==> src/hw/rtl/chi_ram.sv <==
// Generic single-write, single-read synchronous RAM with registered read data.
// No dependencies.
`default_nettype none

module chi_ram #(
	parameter int WIDTH = 32,
	parameter int DEPTH = 16
) (
	input  wire logic                     clk,
	input  wire logic                     we,
	input  wire logic [$clog2(DEPTH)-1:0] waddr,
	input  wire logic [WIDTH-1:0]         wdata,
	input  wire logic                     re,
	input  wire logic [$clog2(DEPTH)-1:0] raddr,
	output logic      [WIDTH-1:0]         rdata
);

	logic [WIDTH-1:0] mem_q [DEPTH];

	// Write port
	always_ff @(posedge clk) begin
		if (we) begin
			mem_q[waddr] <= wdata;
		end
	end

	// Registered read port
	always_ff @(posedge clk) begin
		if (re) begin
			rdata <= mem_q[raddr];
		end
	end

endmodule

`default_nettype wire

==> config.mk <==
export PLATFORM = sky130hd
export DESIGN_NAME = chi_ram
export DESIGN_NICKNAME = d
export VERILOG_FILES = /design/src/hw/rtl/chi_ram.sv
export SDC_FILE = /design/constraint.sdc
export NUM_CORES = 1
export LEC_CHECK = 0
export ABC_CLOCK_PERIOD_IN_PS = 4100
export BUFFER_PORTS_ARGS = -buffer_cell sky130_fd_sc_hd__buf_2
export CELL_PAD_IN_SITES_DETAIL_PLACEMENT = 1
export CELL_PAD_IN_SITES_GLOBAL_PLACEMENT = 2
export CORE_ASPECT_RATIO = 1.1
export CORE_MARGIN = 10
export CORE_UTILIZATION = 45
export CTS_CLUSTER_DIAMETER = 50
export CTS_CLUSTER_SIZE = 8
export DETAILED_ROUTE_END_ITERATION = 6
export PLACE_DENSITY = 0.82
export SLEW_MARGIN = 25
export SYNTH_ARGS = -nofsm -noshare
export SYNTH_HDL_FRONTEND = slang
export SYNTH_SLANG_ARGS = --single-unit
==> constraint.sdc <==
create_clock -name clk -period 4.1 [get_ports clk]
set_clock_uncertainty 0.05 [all_clocks]
set_input_delay 0.82 -clock clk [delete_from_list [all_inputs] [get_ports clk]]
set_output_delay 0.82 -clock clk [all_outputs]
set_load 0.02 [all_outputs]
==> results.toml, run 1 <==
[synthesis]
synth_enable_flop_cells = 544
number_of_nets_produced_by_synthesis = 881
syn_area_per_cell_um2 = 24.1
synth-warning-count = 0
ys_async_sr_fraction_pct = 0
synth_seq_area_share_pct = 81.0
ys_types = 17
ys.flop_type = "sky130_fd_sc_hd__edfxtp_1"
synth.cell_area_mm2 = 0.0202
total_of_flip_flops_plus_latches_after_synthesis = 544
post_synth_inst_count = 838

[sta]
finalCritPeriodShare_pct = 56.8
rsz0062_at_grt = "no"
timing_max_transition_violations_final = 0
max_slew.worst_pin.slew_ns = 1.00
finalCriticalPeriod_ns = 2.33
finalHoldWorstSlack_ns = 0.569
hold_viol_final = 0
max_freq_mhz = 430
layout_setup_ws_ns = 1.77
final-setup-viol-count = 0
fin_setup_tns_ns = 0
slew-limit-headroom_pct = 33.1

[final_layout]
fillerInstances = 3816
utilization_pct = 53.1
finish.net_count = 1023
layout-area-overhead-vs-synth_pct = 16.9
final_cells = 1572
drive_above_1_share_pct = 34.4

[global_route]
grt_antenna_before_repair = 4
global_route.usage.total_pct = 17.8
grt_start_max_net_pins = 68
grt_pass1_vias = 10300
globalRoute.totalOverflow = 0
grt_first_pass_wirelength_um = 70900
globalRouteMet2Util_pct = 29.2
globalRouteMet1Util_pct = 23.8
met3_usage_pct = 4.17
grt.busiest_layer = "met2"

[pwr]
cellPowerDensity_mw_per_mm2 = 529
ir_worst_vdd_v = 0.000263
cellLeakagePower_nw = 7.58

[placed_design]
place_ws_ns = 1.19
place.port_buffers = 74
post-place-cells = 1481
place.detailed.hpwl_um = 25300
globalplace.congestion = 0.712

[critical_path]
crit_chain = "clkbuf_8, buf_12, mux4_2, a22oi_1, nand2_1"
timing.critical_path.to_type = "flip-flop"
timing.critical_path.from_type = "input port"
crit_type = "in2reg"
critPathMaxStageDelay_ns = 0.57
crit_required_ns = 4.36
r2r-start = "mem_q[3][5]"
ff2ff_setup_slack_ns = 2.49
critical_path.slowest_cell = "sky130_fd_sc_hd__mux4_2"
cp_max_fo = 48
cp_data_arrival_time_ns = 2.59
critical_path.startpoint = "raddr[0]"

[job]
maxCapViolations = 0

[hold_path]
hold_path_startpoint = "wdata[19]"
timing.hold.worst.class = "in2reg"

[clocking]
cts_sinks = 544
clockRootBuffer = "sky130_fd_sc_hd__clkbuf_16"
tritoncts = "done"
clock_path_buffers = 3
quantity_of_gates_resized_following_cts = 0
clk_pin_slew_ns = 0.05
post_cts_buffers = 0
clock_insertion_delay_worst_skew_ns = 0.57
post_cts_hold_buffer_count = 0
ctsHtreeMaxLevel = 3
numCtsBuffers = 78

[die]
fp.coreArea_mm2 = 0.0444
total_i_o_pin_count = 75
die_w_um = 222
floorplan.initialDensity_pct = 45.4
std_cell_rows = 81
die_height_um = 242
floorplan.die_area_mm2 = 0.0537

[outcome]
outcome = "completed"

[drt]
post-route-drc-count = 0
drtPass1Iterations = 6
detailroute.via_count = 9350
via_count_normalized_by_instance_count = 5.95
drt_iter0_markers = 1063
wl_per_cell_um = 30.4
drt_total_wl_um = 47800
antenna_left = 0
==> layer usage <==
layer,up-vias,part of all wire (%)
li1,3854,-
met1,5089,41
met2,359,51
met3,46,7.0
met4,2,0.90
met5,-,0.040
==> critical path: cells and delay by family <==
kind | cells | cell delay [ns]
AO/OA/AOI/OAI | 1 | 0.26
buffers and inverters | 2 | 0.77
multiplexers | 1 | 0.57
AND/OR/NAND/NOR | 1 | 0.10
==> cell type report <==
class | instances | area [µm²] | area share, %
sequential | 544 | 16300 | 69.3
multi-input combinational | 251 | 3750 | 15.9
clock buffer | 82 | 2030 | 8.61
tap | 581 | 727 | 3.08
timing repair buffer | 105 | 679 | 2.88
clock inverter | 7 | 47.5 | 0.202
antenna | 2 | 5.00 | 0.0212
==> registers in the layout (all words and copies together), names as in the netlist <==
register and count:
rdata 32, mem_q 512
==> report_power, final <==
group	internal [mW]	switching (mW)	leakage [nW]	total (mW)
registers	6.28	0.0398	4.94	6.32
clock network	3.45	2.11	1.02	5.56
logic	0.220	0.357	1.61	0.576
total	9.96	2.51	7.58	12.5
==> cell usage in the layout (no fill, tap or decap), types with 4 or more instances in the layout <==
master                      netlist  final
sky130_fd_sc_hd__a22oi_1         64     64
sky130_fd_sc_hd__clkbuf_16        0     81
sky130_fd_sc_hd__nor2_4           0     13
sky130_fd_sc_hd__inv_6            0      4
sky130_fd_sc_hd__mux4_2         128    128
sky130_fd_sc_hd__edfxtp_1       544    544
sky130_fd_sc_hd__buf_2            4     71
sky130_fd_sc_hd__nand2_1         33     33
sky130_fd_sc_hd__buf_12           0      5
sky130_fd_sc_hd__buf_4           11     28
sky130_fd_sc_hd__nor3_2           0      4
==> synthesized netlist by cell type, types with 2 or more instances <==
library cell	number	area share, %
sky130_fd_sc_hd__buf_4	11	0.41
sky130_fd_sc_hd__clkbuf_1	17	0.32
sky130_fd_sc_hd__nor2b_1	2	0.062
sky130_fd_sc_hd__nand3b_1	2	0.074
sky130_fd_sc_hd__nor3_1	4	0.099
sky130_fd_sc_hd__nand2b_1	2	0.062
sky130_fd_sc_hd__buf_2	4	0.099
sky130_fd_sc_hd__nor2_1	13	0.24
sky130_fd_sc_hd__mux4_2	128	14
sky130_fd_sc_hd__edfxtp_1	544	81
sky130_fd_sc_hd__nand2_1	33	0.61
sky130_fd_sc_hd__a22oi_1	64	2.4
sky130_fd_sc_hd__buf_6	2	0.11
sky130_fd_sc_hd__buf_1	9	0.17
==> final timing paths <==
check	endpoint	cells past startpoint
worst min-delay path	mem_q[6][19]	1
worst min register to register	rdata[25]	3
worst max-delay path	rdata[17]	5
worst max register to register	rdata[5]	3
==> kinds of logic (layout without fill, tap and decap cells) <==
logic type             Yosys count  in the layout  synth area share (%)
flip-flops                     544            544                  81.0
buffers and inverters           43            194                  1.10
other                            0              2                     0
AND/OR/NAND/NOR                 59             59                  1.25
multiplexers                   128            128                  14.3
AO/OA/AOI/OAI                   64             64                  2.38
==> per-stage QoR <==
stage	area (µm²)	power, mW
after floorplan	20200	6.74
after global placement	21500	6.97
after detailed placement	21500	7.01
after CTS	23600	12.6
after global routing	23600	12.9
final	23600	12.5
No activity file was read; power rests on OpenSTA's default activity.
==> run 2: changes to the inputs <==
- ABC_CLOCK_PERIOD_IN_PS: 4100 -> 2100
- clock period: 4.1 -> 2.1 ns (I/O delays scaled with it)
==> run 2 against run 1 <==
  * Hold slack lost 0.42 ns
  * Largest cell class unchanged
  * Cell count grew 1.5%
  * Sequential power grew 95%
  * Cell area grew 2.5%
  * Utilization grew 1.3 points
==> results.toml, run 2 (synthesized netlist as in run 1, its figures left out) <==
[die]
floorplan.die_area_mm2 = 0.0537
fp.coreArea_mm2 = 0.0444
floorplan.initialDensity_pct = 45.4
std_cell_rows = 81
die_w_um = 222
total_i_o_pin_count = 75
die_height_um = 242

[clocking]
clock_path_buffers = 3
ctsHtreeMaxLevel = 3
post_cts_buffers = 0
tritoncts = "done"
post_cts_hold_buffer_count = 0
clk_pin_slew_ns = 0.05
clock_insertion_delay_worst_skew_ns = 0.61
cts_sinks = 544
clockRootBuffer = "sky130_fd_sc_hd__clkbuf_16"
numCtsBuffers = 78
quantity_of_gates_resized_following_cts = 0

[sta]
max_slew.worst_pin.slew_ns = 0.595
finalCritPeriodShare_pct = 81.5
max_freq_mhz = 584
final-setup-viol-count = 0
rsz0062_at_grt = "no"
hold_viol_final = 0
slew-limit-headroom_pct = 60.2
finalCriticalPeriod_ns = 1.71
timing_max_transition_violations_final = 0
layout_setup_ws_ns = 0.388

[job]
maxCapViolations = 0

[drt]
drtPass1Iterations = 5
wl_per_cell_um = 31.1
drt_iter0_markers = 1044
via_count_normalized_by_instance_count = 6.04
detailroute.via_count = 9633
post-route-drc-count = 0
antenna_left = 0
drt_total_wl_um = 49600

[hold_path]
hold-path-cell-count = 1
timing.hold.worst.class = "in2reg"
hold_path_startpoint = "wdata[12]"
timing.hold.worst_endpoint = "mem_q[9][12]"

[critical_path]
cp_data_arrival_time_ns = 1.24
cp_max_fo = 1
critical_path.slowest_cell = "sky130_fd_sc_hd__edfxtp_1"
r2r-start = "mem_q[11][19]"
timing.critical_path.max_delay_family = "flip-flops"
crit_path_buf_inv_count = 1
timing.critical_path.from_type = "flip-flop"
timing.critical_path.to_type = "output port"
crit_required_ns = 1.63
critPathMaxStageDelay_ns = 0.44
crit_type = "reg2out"
worstReg2RegEnd = "rdata[19]"
crit_chain = "buf_2"
ff2ff_setup_slack_ns = 0.56
reg2regPathDepth = 3

[placed_design]
placed_area_mm2 = 0.0221
globalplace.congestion = 0.706
place_ws_ns = -0.0332
place.port_buffers = 74
place.detailed.hpwl_um = 26300

[global_route]
grt_antenna_before_repair = 2
globalRoute.totalOverflow = 0
grt_first_pass_wirelength_um = 73700
global_route.usage.total_pct = 18.5
grt_pass1_vias = 10700
grt_start_max_net_pins = 42

[final_layout]
layout_commonest_cell = "sky130_fd_sc_hd__edfxtp_1"
registers.top_by_ff_count = "mem_q"
finish.net_count = 1051
layout_common_cells = "sky130_fd_sc_hd__edfxtp_1 (544), sky130_fd_sc_hd__mux4_2 (128), sky130_fd_sc_hd__clkbuf_16 (80)"
drive_above_1_share_pct = 36.2
final_design_area_no_fill_mm2 = 0.0242
largestRegisters = "mem_q x512, rdata x32"
layout-area-overhead-vs-synth_pct = 19.7
utilization_pct = 54.4
largest_reg_flops = 512

[pwr]
ir_worst_vdd_v = 0.000571
cellLeakagePower_nw = 7.82
cellPowerDensity_mw_per_mm2 = 1010

[outcome]
outcome = "completed"
[run 2: changes by cell type in the layout (fill, tap and decap cells not counted), moves of 2 or more]
| cell | delta |
|---|---|
| sky130_fd_sc_hd__buf_12 | +28 |
| sky130_fd_sc_hd__buf_4 | -2 |
| sky130_fd_sc_hd__nor3_2 | -4 |
| sky130_fd_sc_hd__nor3_4 | +4 |
[run 2: routing by layer]
metal	track usage [%]	wire length [µm]	vias up
met5	0	11	-
met4	6.39	969	2
met3	3.33	3260	76
met2	31.3	25900	412
met1	23.7	19400	5233
li1	-	-	3910
[run 2: worst max-delay path by stage]
stage / slack, ns / end / start / cells after the start
global route: 0.37 / rdata[18] / rdata[18] / 1
finish: 0.39 / rdata[19] / rdata[19] / 1
global placement: -0.03 / rdata[6] / raddr[0] / 5
CTS: 0.36 / rdata[29] / rdata[29] / 1
floorplan: -0.40 / mem_q[10][0] / waddr[2] / 2
detailed placement: -0.03 / rdata[29] / raddr[0] / 5
[run 2: power by group]
group,switching [mW],internal [mW]
sequential,0.0846,12.3
clock,4.26,6.67
combinational,0.727,0.506
[run 2: cell type report]
cell class | instances | area (µm²)
Antenna cell | 1 | 2.50
Clock buffer | 80 | 2000
Clock inverter | 6 | 55.1
Fill cell | 3760 | 20200
Multi-Input combinational cell | 251 | 3780
Sequential cell | 544 | 16300
Tap cell | 581 | 727
Timing Repair Buffer | 133 | 1260
[run 2: through the flow]
stage	instances	power (mW)	hold WS, ns	TNS (ns)
floorplan	838	13.2	0.469	-135.04
global placement	1508	13.7	0.675	-0.0317
detailed placement	1508	13.8	0.696	-0.217
CTS	1594	24.7	0.123	0
global route	1595	25.2	0.154	0
finish	1596	24.5	0.148	0
